### src/sv/ppdm_pkg.sv
// Shared types and constants for the pulse period and duty meter.
// Holds the FSM state type, configuration register indexes and field widths.
// No dependencies.
`default_nettype none

package ppdm_pkg;

  localparam int TICK_W = 16;
  localparam int US_W   = 32;
  localparam int DUTY_W = 7;
  localparam int PRE_W  = 16;
  localparam int TPU_W  = 8;
  localparam int CFG_W  = 32;

  // Longest period that does not count, in ticks: a period must exceed it.
  localparam logic [TICK_W-1:0] MIN_TICKS = TICK_W'(3);
  localparam logic [DUTY_W-1:0] FULL_DUTY = DUTY_W'(100);

  typedef enum logic [1:0] {
    REG_PRESCALER    = 2'd0,
    REG_QUIET_US     = 2'd1,
    REG_TICKS_PER_US = 2'd2,
    REG_FREE_RUNNING = 2'd3
  } cfg_reg_t;

  typedef enum logic [2:0] {
    S_IDLE,
    S_LOAD,
    S_MUL,
    S_DIV,
    S_WB
  } state_t;

endpackage

`default_nettype wire

### src/sv/ppdm_mul.sv
// Bit-serial shift-and-add multiplier unit for the pulse meter.
// Forms prescaler*new_total, prescaler*old_period and quiet_us*ticks_per_us
// one multiplier bit per cycle. Depends on ppdm_pkg.
`default_nettype none

module ppdm_mul (
  input  wire logic                              clk,
  input  wire logic                              rst,
  input  wire logic                              start,
  input  wire logic [ppdm_pkg::PRE_W-1:0]        prescaler,
  input  wire logic [ppdm_pkg::TICK_W-1:0]       cand_new,
  input  wire logic [ppdm_pkg::TICK_W-1:0]       cand_old,
  input  wire logic [ppdm_pkg::US_W-1:0]         quiet_us,
  input  wire logic [ppdm_pkg::TPU_W-1:0]        ticks_per_us,
  output logic      [ppdm_pkg::US_W-1:0]         prod_new,
  output logic      [ppdm_pkg::US_W-1:0]         prod_old,
  output logic      [ppdm_pkg::US_W+ppdm_pkg::TPU_W-1:0] prod_quiet,
  output logic                                   done
);

  localparam int QW = ppdm_pkg::US_W + ppdm_pkg::TPU_W;

  logic                        busy;
  logic [3:0]                  cnt;
  logic [ppdm_pkg::PRE_W-1:0]  mr;
  logic [ppdm_pkg::TPU_W-1:0]  tr;
  logic [ppdm_pkg::US_W-1:0]   m_new;
  logic [ppdm_pkg::US_W-1:0]   m_old;
  logic [QW-1:0]               m_quiet;

  always_ff @(posedge clk) begin
    if (rst) begin
      busy <= 1'b0;
      done <= 1'b0;
      cnt  <= '0;
    end else begin
      done <= 1'b0;
      if (start) begin
        busy <= 1'b1;
        cnt  <= 4'd15;
      end else if (busy) begin
        cnt <= cnt - 4'd1;
        if (cnt == 4'd0) begin
          busy <= 1'b0;
          done <= 1'b1;
        end
      end
    end
  end

  // Consume one multiplier bit per cycle, shift the multiplicands up.
  always_ff @(posedge clk) begin
    if (start) begin
      mr         <= prescaler;
      tr         <= ticks_per_us;
      m_new      <= ppdm_pkg::US_W'(cand_new);
      m_old      <= ppdm_pkg::US_W'(cand_old);
      m_quiet    <= QW'(quiet_us);
      prod_new   <= '0;
      prod_old   <= '0;
      prod_quiet <= '0;
    end else if (busy) begin
      mr      <= mr >> 1;
      tr      <= tr >> 1;
      m_new   <= m_new << 1;
      m_old   <= m_old << 1;
      m_quiet <= m_quiet << 1;
      if (mr[0]) begin
        prod_new <= prod_new + m_new;
        prod_old <= prod_old + m_old;
      end
      if (tr[0]) begin
        prod_quiet <= prod_quiet + m_quiet;
      end
    end
  end

endmodule

`default_nettype wire

### src/sv/ppdm_div.sv
// Bit-serial restoring divider for the pulse meter: 32-bit dividend,
// 16-bit divisor, one quotient bit per cycle. Depends on ppdm_pkg.
`default_nettype none

module ppdm_div (
  input  wire logic                         clk,
  input  wire logic                         rst,
  input  wire logic                         start,
  input  wire logic [ppdm_pkg::US_W-1:0]    dividend,
  input  wire logic [ppdm_pkg::TICK_W-1:0]  divisor,
  output logic      [ppdm_pkg::US_W-1:0]    quotient,
  output logic                              done
);

  logic                          busy;
  logic [4:0]                    cnt;
  logic [ppdm_pkg::TICK_W-1:0]   rem;
  logic [ppdm_pkg::TICK_W-1:0]   dvs;
  logic [ppdm_pkg::TICK_W:0]     trial;
  logic [ppdm_pkg::TICK_W:0]     diff;
  logic                          ge;

  assign trial = {rem, quotient[ppdm_pkg::US_W-1]};
  assign diff  = trial - {1'b0, dvs};
  assign ge    = (trial >= {1'b0, dvs});

  always_ff @(posedge clk) begin
    if (rst) begin
      busy <= 1'b0;
      done <= 1'b0;
      cnt  <= '0;
    end else begin
      done <= 1'b0;
      if (start) begin
        busy <= 1'b1;
        cnt  <= 5'd31;
      end else if (busy) begin
        cnt <= cnt - 5'd1;
        if (cnt == 5'd0) begin
          busy <= 1'b0;
          done <= 1'b1;
        end
      end
    end
  end

  // Dividend bits shift out of the top while quotient bits shift in below.
  always_ff @(posedge clk) begin
    if (start) begin
      quotient <= dividend;
      rem      <= '0;
      dvs      <= divisor;
    end else if (busy) begin
      rem      <= ge ? diff[ppdm_pkg::TICK_W-1:0] : trial[ppdm_pkg::TICK_W-1:0];
      quotient <= {quotient[ppdm_pkg::US_W-2:0], ge};
    end
  end

endmodule

`default_nettype wire

### src/sv/pulse_period_duty_meter_quiet_window.sv
// Top level of one pulse meter channel: event intake, measurement state,
// control sequencer and result register. Uses ppdm_pkg, ppdm_mul, ppdm_div.
//
// Usage:
//  - Input channel (in_valid/in_ready) carries one event word: cmd 0 is an
//    edge capture (capture_value, high_ticks), cmd 1 is a counter overflow.
//  - Output channel (out_valid/out_ready) returns one word per event: the
//    latched period in ticks, duty in percent, period in microseconds and
//    the quiet-window flag, all as they stand after that event.
//  - Configuration: write cfg_data into register cfg_index when cfg_we is
//    high; 0 prescaler, 1 quiet_us, 2 ticks_per_us, 3 free_running.
//  - Sequence from acceptance to out_valid: load the multiplier, run the
//    16 multiplier steps (one prescaler bit a cycle), start the two
//    dividers, run the 32 divider steps side by side (one quotient bit a
//    cycle), latch the duty and write the result.
//  - Intake: a new event waits until the last is through; in_ready is high
//    only while the sequencer is idle, and that includes while an earlier result waits.
//  - Stall: a finished result sits in the output register; if it has not
//    been taken when the next one completes, the sequencer holds until it is.
//  - Reset clears the measurement state, the last capture and restores the
//    register defaults (prescaler 1101, ticks_per_us 84, others 0).
`default_nettype none

module pulse_period_duty_meter_quiet_window (
  input  wire logic                              clk,
  input  wire logic                              rst,
  input  wire logic                              cfg_we,
  input  wire logic [1:0]                        cfg_index,
  input  wire logic [ppdm_pkg::CFG_W-1:0]        cfg_data,
  input  wire logic                              in_valid,
  output logic                                   in_ready,
  input  wire logic                              cmd,
  input  wire logic [ppdm_pkg::TICK_W-1:0]       capture_value,
  input  wire logic [ppdm_pkg::TICK_W-1:0]       high_ticks,
  output logic                                   out_valid,
  input  wire logic                              out_ready,
  output logic      [ppdm_pkg::TICK_W-1:0]       period_ticks,
  output logic      [ppdm_pkg::DUTY_W-1:0]       duty_percent,
  output logic      [ppdm_pkg::US_W-1:0]         period_us,
  output logic                                   in_quiet
);

  localparam int QW = ppdm_pkg::US_W + ppdm_pkg::TPU_W;
  localparam int HW = ppdm_pkg::TICK_W + 7;  // width of 100 * high

  // Configuration registers.
  logic [ppdm_pkg::PRE_W-1:0]  prescaler;
  logic [ppdm_pkg::US_W-1:0]   quiet_us;
  logic [ppdm_pkg::TPU_W-1:0]  ticks_per_us;
  logic                        free_running;

  // Measurement state.
  logic [ppdm_pkg::TICK_W-1:0] period_reg;
  logic [ppdm_pkg::DUTY_W-1:0] duty_reg;
  logic [ppdm_pkg::TICK_W-1:0] quiet_accum;
  logic [ppdm_pkg::TICK_W-1:0] last_capture;
  logic                        seen_capture;

  // Per-event working registers.
  logic [ppdm_pkg::TICK_W-1:0] total_r;
  logic [ppdm_pkg::TICK_W-1:0] high_r;
  logic                        take_r;
  logic                        latch_r;

  ppdm_pkg::state_t state, state_next;

  logic in_fire;
  logic out_free;
  logic mul_start;
  logic div_start;
  logic wb_load;

  logic [ppdm_pkg::TICK_W-1:0] period_in;
  logic [ppdm_pkg::TICK_W-1:0] total_in;

  logic [ppdm_pkg::US_W-1:0]   prod_new;
  logic [ppdm_pkg::US_W-1:0]   prod_old;
  logic [QW-1:0]               prod_quiet;
  logic                        mul_done;

  logic                        quiet_hit;
  logic                        latch_now;
  logic [HW-1:0]               high_x100;
  logic [ppdm_pkg::US_W-1:0]   duty_q;
  logic [ppdm_pkg::US_W-1:0]   us_q;
  logic                        duty_done;
  logic                        us_done;
  logic [ppdm_pkg::DUTY_W-1:0] duty_fix;

  assign in_fire  = in_valid & in_ready;
  assign out_free = ~out_valid | out_ready;

  // Free-running period wraps with the counter; reset mode gives it as is.
  assign period_in = free_running ? (capture_value - last_capture) : capture_value;
  assign total_in  = period_in + quiet_accum;

  // Window met when prescaler*total/tpu >= quiet_us, i.e. the product is at
  // least quiet_us*tpu. With tpu zero the conversion reads as zero.
  assign quiet_hit = (ticks_per_us == '0) ? (quiet_us == '0)
                                          : ({ppdm_pkg::TPU_W'(0), prod_new} >= prod_quiet);
  assign latch_now = take_r & quiet_hit;

  assign high_x100 = (HW'(high_r) << 6) + (HW'(high_r) << 5) + (HW'(high_r) << 2);

  // Cap the duty at full scale; an empty total gives zero duty.
  assign duty_fix = (total_r == '0) ? '0 :
                    (duty_q > ppdm_pkg::US_W'(ppdm_pkg::FULL_DUTY)) ? ppdm_pkg::FULL_DUTY :
                    duty_q[ppdm_pkg::DUTY_W-1:0];

  // Sequencer: next state.
  always_comb begin
    state_next = state;
    case (state)
      ppdm_pkg::S_IDLE: if (in_valid) state_next = ppdm_pkg::S_LOAD;
      ppdm_pkg::S_LOAD: state_next = ppdm_pkg::S_MUL;
      ppdm_pkg::S_MUL:  if (mul_done) state_next = ppdm_pkg::S_DIV;
      ppdm_pkg::S_DIV:  if (us_done & duty_done) state_next = ppdm_pkg::S_WB;
      ppdm_pkg::S_WB:   if (out_free) state_next = ppdm_pkg::S_IDLE;
      default:          state_next = ppdm_pkg::S_IDLE;
    endcase
  end

  // Sequencer: outputs.
  always_comb begin
    in_ready  = 1'b0;
    mul_start = 1'b0;
    div_start = 1'b0;
    wb_load   = 1'b0;
    case (state)
      ppdm_pkg::S_IDLE: in_ready  = 1'b1;
      ppdm_pkg::S_LOAD: mul_start = 1'b1;
      ppdm_pkg::S_MUL:  div_start = mul_done;
      ppdm_pkg::S_DIV:  ;
      ppdm_pkg::S_WB:   wb_load   = out_free;
      default:          ;
    endcase
  end

  always_ff @(posedge clk) begin
    if (rst) begin
      state <= ppdm_pkg::S_IDLE;
    end else begin
      state <= state_next;
    end
  end

  // Configuration writes.
  always_ff @(posedge clk) begin
    if (rst) begin
      prescaler    <= ppdm_pkg::PRE_W'(1101);
      quiet_us     <= '0;
      ticks_per_us <= ppdm_pkg::TPU_W'(84);
      free_running <= 1'b0;
    end else if (cfg_we) begin
      case (ppdm_pkg::cfg_reg_t'(cfg_index))
        ppdm_pkg::REG_PRESCALER:    prescaler    <= cfg_data[ppdm_pkg::PRE_W-1:0];
        ppdm_pkg::REG_QUIET_US:     quiet_us     <= cfg_data[ppdm_pkg::US_W-1:0];
        ppdm_pkg::REG_TICKS_PER_US: ticks_per_us <= cfg_data[ppdm_pkg::TPU_W-1:0];
        ppdm_pkg::REG_FREE_RUNNING: free_running <= cfg_data[0];
        default: ;
      endcase
    end
  end

  // Measurement state.
  always_ff @(posedge clk) begin
    if (rst) begin
      period_reg   <= '0;
      duty_reg     <= '0;
      quiet_accum  <= '0;
      last_capture <= '0;
      seen_capture <= 1'b0;
      take_r       <= 1'b0;
      latch_r      <= 1'b0;
    end else begin
      if (in_fire) begin
        if (cmd) begin
          // Overflow: clear, but in free-running mode only after a silent span.
          take_r <= 1'b0;
          if (!free_running || !seen_capture) begin
            period_reg  <= '0;
            duty_reg    <= '0;
            quiet_accum <= '0;
          end
          if (free_running) begin
            seen_capture <= 1'b0;
          end
        end else begin
          take_r <= (period_in > ppdm_pkg::MIN_TICKS);
          if (free_running) begin
            last_capture <= capture_value;
            seen_capture <= 1'b1;
          end
        end
      end
      if (div_start) begin
        latch_r <= latch_now;
        if (latch_now) begin
          period_reg  <= total_r;
          quiet_accum <= '0;
        end else if (take_r) begin
          quiet_accum <= total_r;
        end
      end
      if (state == ppdm_pkg::S_DIV && us_done && latch_r) begin
        duty_reg <= duty_fix;
      end
    end
  end

  // Event payload: hold the total and the high time (zero in free-running mode) for the arithmetic.
  always_ff @(posedge clk) begin
    if (in_fire) begin
      total_r <= total_in;
      high_r  <= free_running ? '0 : high_ticks;
    end
  end

  // Result register.
  always_ff @(posedge clk) begin
    if (rst) begin
      out_valid <= 1'b0;
    end else if (wb_load) begin
      out_valid <= 1'b1;
    end else if (out_ready) begin
      out_valid <= 1'b0;
    end
  end

  always_ff @(posedge clk) begin
    if (wb_load) begin
      period_ticks <= period_reg;
      duty_percent <= duty_reg;
      period_us    <= (ticks_per_us == '0) ? '0 : us_q;
      in_quiet     <= (quiet_accum != '0);
    end
  end

  ppdm_mul u_mul (
    .clk          (clk),
    .rst          (rst),
    .start        (mul_start),
    .prescaler    (prescaler),
    .cand_new     (total_r),
    .cand_old     (period_reg),
    .quiet_us     (quiet_us),
    .ticks_per_us (ticks_per_us),
    .prod_new     (prod_new),
    .prod_old     (prod_old),
    .prod_quiet   (prod_quiet),
    .done         (mul_done)
  );

  // Duty: 100 * high / total.
  ppdm_div u_div_duty (
    .clk      (clk),
    .rst      (rst),
    .start    (div_start),
    .dividend (ppdm_pkg::US_W'(high_x100)),
    .divisor  (total_r),
    .quotient (duty_q),
    .done     (duty_done)
  );

  // Microseconds: prescaler * period / ticks_per_us for the period that stands.
  ppdm_div u_div_us (
    .clk      (clk),
    .rst      (rst),
    .start    (div_start),
    .dividend (latch_now ? prod_new : prod_old),
    .divisor  (ppdm_pkg::TICK_W'(ticks_per_us)),
    .quotient (us_q),
    .done     (us_done)
  );

endmodule

`default_nettype wire
### config.mk
export PLATFORM = sky130hd
export DESIGN_NAME = pulse_period_duty_meter_quiet_window
export DESIGN_NICKNAME = d
export VERILOG_FILES = /design/src/sv/ppdm_pkg.sv /design/src/sv/ppdm_mul.sv /design/src/sv/ppdm_div.sv /design/src/sv/pulse_period_duty_meter_quiet_window.sv
export SDC_FILE = /design/constraint.sdc
export NUM_CORES = 1
export LEC_CHECK = 0
export ABC_CLOCK_PERIOD_IN_PS = 6500
export BUFFER_PORTS_ARGS = -buffer_cell sky130_fd_sc_hd__buf_2
export CORE_ASPECT_RATIO = 1.5
export CORE_UTILIZATION = 30
export CTS_CLUSTER_DIAMETER = 60
export DETAILED_ROUTE_END_ITERATION = 10
export HOLD_SLACK_MARGIN = 0.02
export PLACE_DENSITY = 0.54
export SLEW_MARGIN = 10
export SYNTH_ARGS = -nofsm -noshare
export SYNTH_HDL_FRONTEND = slang
export SYNTH_SLANG_ARGS = --single-unit
### constraint.sdc
create_clock -name clk -period 6.5 [get_ports clk]
set_input_delay 1.3 -clock clk [delete_from_list [all_inputs] [get_ports clk]]
set_output_delay 1.3 -clock clk [all_outputs]
set_load 0.01 [all_outputs]
# [Word-level counts from Yosys, hierarchy flattened]
# Cells that the tools add are included.
[op_classes] n_addsub=12 magnitude_cmp=5 n_eq_ne=11 n_mux=69 bitwise_logic=9 n_reduce_logical=34
[ops] operator="16-bit two-way mux" count=20
[ops] operator="32-bit two-way mux" count=5
[ops] operator="32-bit adder" count=2
[ops] operator="23-bit two-way mux" count=2
[ops] operator="7-bit two-way mux" count=6
[ops] operator="40-bit adder" count=1
[ops] operator="32-bit by 40-bit greater-or-equal comparator with 1-bit output" count=1
[ops] operator="32-bit by 7-bit greater-than comparator with 1-bit output, second input constant" count=1
[ops] operator="32-bit logical NOT" count=1
[ops] operator="16-bit subtractor" count=2
[ops] operator="22-bit by 21-bit adder with 23-bit output" count=1
[ops] operator="23-bit by 18-bit adder with 23-bit output" count=1
[ops] operator="1-bit two-way mux" count=23
[ops] operator="5-bit two-way mux" count=4
[ops] operator="17-bit by 16-bit greater-or-equal comparator with 1-bit output" count=1
[ops] operator="17-bit by 8-bit greater-or-equal comparator with 1-bit output" count=1
[ops] operator="16-bit adder" count=1
[ops] operator="16-bit by 2-bit greater-than comparator with 1-bit output, second input constant" count=1
[ops] operator="16-bit logical NOT" count=1
[ops] operator="8-bit two-way mux" count=2
[ops] operator="16-bit nonzero test" count=1
[ops] operator="16-bit by 8-bit subtractor with 16-bit output" count=1
[ops] operator="3-bit case mux with 5 select lines" count=1
[ops] operator="2-bit AND reduction" count=7
[ops] operator="26 further kinds" count=53
[word_totals] regBits=579

# [Logic depth before layout (Yosys ltp)]
[depth] ltp_word=8 mapped_depth=20 mapped_depth_nobuf=20

# [By module]
# A second synthesis with hierarchy kept.
[unflattened] cells_unflattened=3380 hier_area_um2=33261.9
[by_module_without_submodules] mod="ppdm_mul" n_inst=1 cells_per_inst=1488 area_each_um2=14071.0
[by_module_without_submodules] mod="pulse_period_duty_meter_quiet_window" n_inst=1 cells_per_inst=1192 area_each_um2=11415.9
[by_module_without_submodules] mod="ppdm_div" n_inst=2 cells_per_inst=350 area_each_um2=3887.5

# [Worst setup path before layout]
# OpenSTA, ideal clock, no wires.
[synth_path] path_kind="input-to-reg" start="input port capture_value[0] (netlist name)" end="register total_r[14] (netlist name), data pin" setup_ps=286 t_arrival_ps=4393 path_slack_ps=1821 cell_stages=17 path_cell_list="inv_1 > ha_1 > inv_1 > fa_1 > a21o_1 > a21o_1 > xor2_1 > mux2_2 > ha_1 > inv_1 > o21bai_1 > a21oi_1 > nor2b_1 > o21a_1 > o31a_1 > o41ai_1 > o311ai_0"
[synth_between] elab_chain_cells=3
[synth_rtl] item="from (decl)" line="pulse_period_duty_meter_quiet_window.sv:33" text="input wire logic [ppdm_pkg::TICK_W-1:0] capture_value,"
[synth_rtl] item="16-bit subtractor" line="pulse_period_duty_meter_quiet_window.sv:94" text="assign period_in = free_running ? (capture_value - last_capture) : capture_value;"
[synth_rtl] item="16-bit two-way mux (*)" line="pulse_period_duty_meter_quiet_window.sv:94"
[synth_rtl] item="16-bit adder (*)" line="pulse_period_duty_meter_quiet_window.sv:95" text="assign total_in = period_in + quiet_accum;"
[synth_rtl] item="net total_in, one bit" line="pulse_period_duty_meter_quiet_window.sv:74" text="logic [ppdm_pkg::TICK_W-1:0] total_in;"
[synth_rtl] item="to (signal assigned)" line="pulse_period_duty_meter_quiet_window.sv:214" text="total_r <= total_in;"
[synth_rtl] item="to (decl)" line="pulse_period_duty_meter_quiet_window.sv:60" text="logic [ppdm_pkg::TICK_W-1:0] total_r;"
# The timed path passes the listed nets; every way through them passes the cells marked *.
# A chain may end at the register's enable or synchronous reset.

# [Worst setup path after layout]
# Ends and elaborated chain as after synthesis.

==> out/results.env <==
REG.LARGEST.LIST='u_mul.m_quiet: 40 flops, u_mul.prod_quiet: 40 flops'
TIMING_WORST_SETUP_PATH_TYPE='input pin to flip-flop'
CP-START-KIND='input pin'
WORST_SLACK_NS=2.04
CLOCKBUFFERDEPTH=3
RSZ0062_AT_GRT='false'
DIE_Y_UM=401
VIA_COUNT=24900
LAYOUTNONFILLERINSTCOUNT=5071
P_PER_AREA_nW_PER_UM2=287
REPORT.POWER.TOTAL_mW=10.3
AREA_GROW_SYN2LAYOUT_PCT=12.7
LARGEST_NET_DEGREE_AT_THE_START_OF_GLOBAL_ROUTING=178
COUNT_OF_FLIP_FLOPS_WITH_A_BUILT_IN_ENABLE_AFTER_SYNTHESIS=255
GLOBAL_ROUTE.OVERFLOW_TOTAL=0
FINAL_LAYOUT_SIZE_SUFFIX_GT1_FRAC=0.0921
CRITICAL_PATH.MAX_STAGE_DELAY_NS=0.53
TOTAL_OF_WARNINGS_RAISED_BY_YOSYS=0
ASYNC_FLOP_SHARE=0
NUM_ROWS=146
ROUTABILITYCONGESTION=0.873
FLOORPLAN.IO_PINS=130
TIMING.SLEW.HEADROOM=0.292
TRITONCTS_CLOCK_TREE='done'
DETAIL_ROUTE.FIRST_PASS.ITERATIONS=9
CRITICAL_PATH.ENDPOINT_TYPE='flip-flop'
SEQUENTIAL_FRACTION_OF_THE_SYNTHESIS_AREA=0.445
DRC=2
WORSTHOLDPATHTYPE='flip-flop to flip-flop'
FIN_WORST_SKEW_NS=0.0449
PERIOD_MINUS_SLACK_NS=4.46
CP.BUFFERS_INVERTERS=3
VIAS_PER_CELL=4.92
CRITPATHSLOWESTCELL='sky130_fd_sc_hd__o41ai_1'
PLACEABLECOREAREA_SQ_UM=105000
SETUP_VIOL=0
CRIT_FAMILY='compound AO/OA/AOI/OAI gates'
DETAILED_PLACE_HPWL_UM=60300
RUN_STATUS='complete, but fails checks'
SYN-MEAN-INSTANCE-AREA_SQ_UM=8.97
CLOCK_TREE.HTREE_LEVEL_COUNT=2
POWER_LEAKAGE_nW=14.4
PEAKVDDDROP_V=0.000217
CP_DATA_ARRIVAL_TIME_NS=4.86
POSTCTSSETUPBUFFERS=0
FILL_CELLS=10900
DIE_WIDTH_UM=268
DRV_CAP=0
POSTLAYOUTCOREUTIL=0.340
POST_CTS_RESIZED=0
ANTENNA_FOUND_INITIAL=11
PLACEDINSTANCEAREA_SQ_UM=33900
CTS_BUFFER_COUNT=58
ROOT_BUFFER='sky130_fd_sc_hd__clkbuf_16'
WORSTPATHMAXFANOUT=3
SYNTH_CELLS=3547
CLOCK.FMAX_MHz=224
PATH_CELLS='buf_2 -> inv_1 -> ha_1 -> inv_1 -> fa_1 -> mux2_2 -> fa_1 -> a21o_1 -> a21oi_1 -> o21bai_1 -> a21oi_1 -> nor2b_1 -> o21a_1 -> o31a_1 -> o41ai_1 -> o311ai_0'
GRT_PASS1_VIAS=24800
MIN_PERIOD_OVER_PERIOD=0.687
VIOLATIONS_IN_THE_FINAL_REPORTS='design-rule violations'
CTS.REPORTEDPATHS.CLKPINSLEW_NS=0.07
SINK_COUNT=579
WIRE_PER_INST_UM=16.4
INITIAL_CORE_UTIL=0.302
POSTROUTEWIRELENGTH_UM=83400
POST-PLACE-CELLS=4955
POSTROUTEANTENNANETS=0
WORSTMARGINPINSLEW_NS=1.06
DRT_FIRST_ITER_VIOLATIONS=1547
TRACK_USAGE=0.154
POSTSYNTHREGISTERBITS=579
POST_SYNTH_INSTANCE_AREA_SQ_UM=31800
TOTAL_DIE_AREA_SQ_UM=107000
FINISH.INSTANCE_AREA_SQ_UM=35900
WORST_HOLD_SLACK_NS=0.444
YS_TYPES=77
TIMING.CRITICAL_PATH.REQUIRED_NS=6.90
CLKLATENCYLATEPIN_NS=0.68
POSTSYNTHNETCOUNT=3853
PLACE.PORT_BUFFERS=129
FINALHOLDVIOLATIONS=0
TNS_NS=0
SYNTHFLOPTYPE='sky130_fd_sc_hd__dfxtp_1'
NET_COUNT_FINAL=3915
SETUP_WS_PRE_CTS_NS=1.35
GLOBAL_ROUTE_WIRE_LENGTH_BEFORE_REPAIR_UM=134000
POST_CTS_HOLD_BUFFER_COUNT=0
DRV_SLEW=0
[synth_stat cells, types with 47 or more instances]
cell                       count  area share
sky130_fd_sc_hd__dfxtp_1     324        0.20
sky130_fd_sc_hd__nor2_1      228       0.027
sky130_fd_sc_hd__nand2_1     715       0.084
sky130_fd_sc_hd__nor3_1       93       0.015
sky130_fd_sc_hd__xnor2_1      93       0.026
sky130_fd_sc_hd__and2_1       51       0.010
sky130_fd_sc_hd__clkbuf_1    134       0.016
sky130_fd_sc_hd__edfxtp_1    255        0.24
sky130_fd_sc_hd__o21ai_0     165       0.026
sky130_fd_sc_hd__mux2i_1      87       0.027
sky130_fd_sc_hd__a21o_1       62       0.015
sky130_fd_sc_hd__inv_1       144       0.017
sky130_fd_sc_hd__nand3_1      47      0.0074
sky130_fd_sc_hd__ha_1        214       0.084
sky130_fd_sc_hd__a21oi_1     326       0.051
[cells by family (layout without fill, tap and decap cells)]
logic type / Yosys count / count (layout) / share of synthesized area
other: 0 / 6 / 0
DFF: 579 / 579 / 0.445
xor gates and xnor gates: 138 / 138 / 0.0380
and+or+nand+nor: 1390 / 1390 / 0.196
adders and majority gates: 234 / 234 / 0.0967
muxes: 97 / 97 / 0.0310
buffers and inverters: 301 / 413 / 0.0359
AOI/OAI and AO/OA: 808 / 808 / 0.157
[area by class of cell]
type,count,area (sq um),area share
multi-input combinational,2667,16600,0.462
timing repair buffer,159,886,0.0247
sequential,579,14100,0.394
clock buffer,74,1610,0.0450
antenna,6,15.0,0.000419
tap,1406,1760,0.0490
clock inverter,36,329,0.00917
inverter,144,541,0.0151
[layout by cell type (no fill, tap or decap), types with 59 or more instances in the layout]
cell type / count
sky130_fd_sc_hd__nand2_1: 714
sky130_fd_sc_hd__a21o_1: 62
sky130_fd_sc_hd__edfxtp_1: 255
sky130_fd_sc_hd__clkbuf_16: 59
sky130_fd_sc_hd__o21ai_0: 165
sky130_fd_sc_hd__dfxtp_1: 322
sky130_fd_sc_hd__buf_2: 128
sky130_fd_sc_hd__nor3_1: 93
sky130_fd_sc_hd__nor2_1: 228
sky130_fd_sc_hd__ha_1: 214
sky130_fd_sc_hd__inv_1: 143
sky130_fd_sc_hd__mux2i_1: 87
sky130_fd_sc_hd__xnor2_1: 93
sky130_fd_sc_hd__a21oi_1: 325
[final timing paths]
| check | start | to | slack, ns | depth (start not counted) |
|---|---|---|---|---|
| setup / recovery | capture_value[0] | total_r[14] | 2.04 | 16 |
| hold / removal | duty_reg[3] | duty_percent[3] | 0.44 | 0 |
| setup reg to reg | free_running | total_r[14] | 2.34 | 11 |
| hold reg to reg | duty_reg[3] | duty_percent[3] | 0.44 | 0 |
[routing by layer]
| layer | global-route usage | wire [um] | up-vias | share of wire |
|---|---|---|---|---|
| li1 | - | - | 12700 | - |
| met1 | 0.192 | 37100 | 11700 | 0.45 |
| met2 | 0.274 | 40900 | 409 | 0.49 |
| met3 | 0.0219 | 3140 | 117 | 0.038 |
| met4 | 0.0423 | 2060 | 14 | 0.025 |
| met5 | 0 | 85 | - | 0.0010 |
[where the power goes]
group | internal, mW | leakage [nW] | switching, mW
clock | 1.89 | 0.942 | 1.55
combinational | 1.03 | 8.39 | 1.38
sequential | 4.13 | 5.04 | 0.332
(Power assumes the default switching activity.)
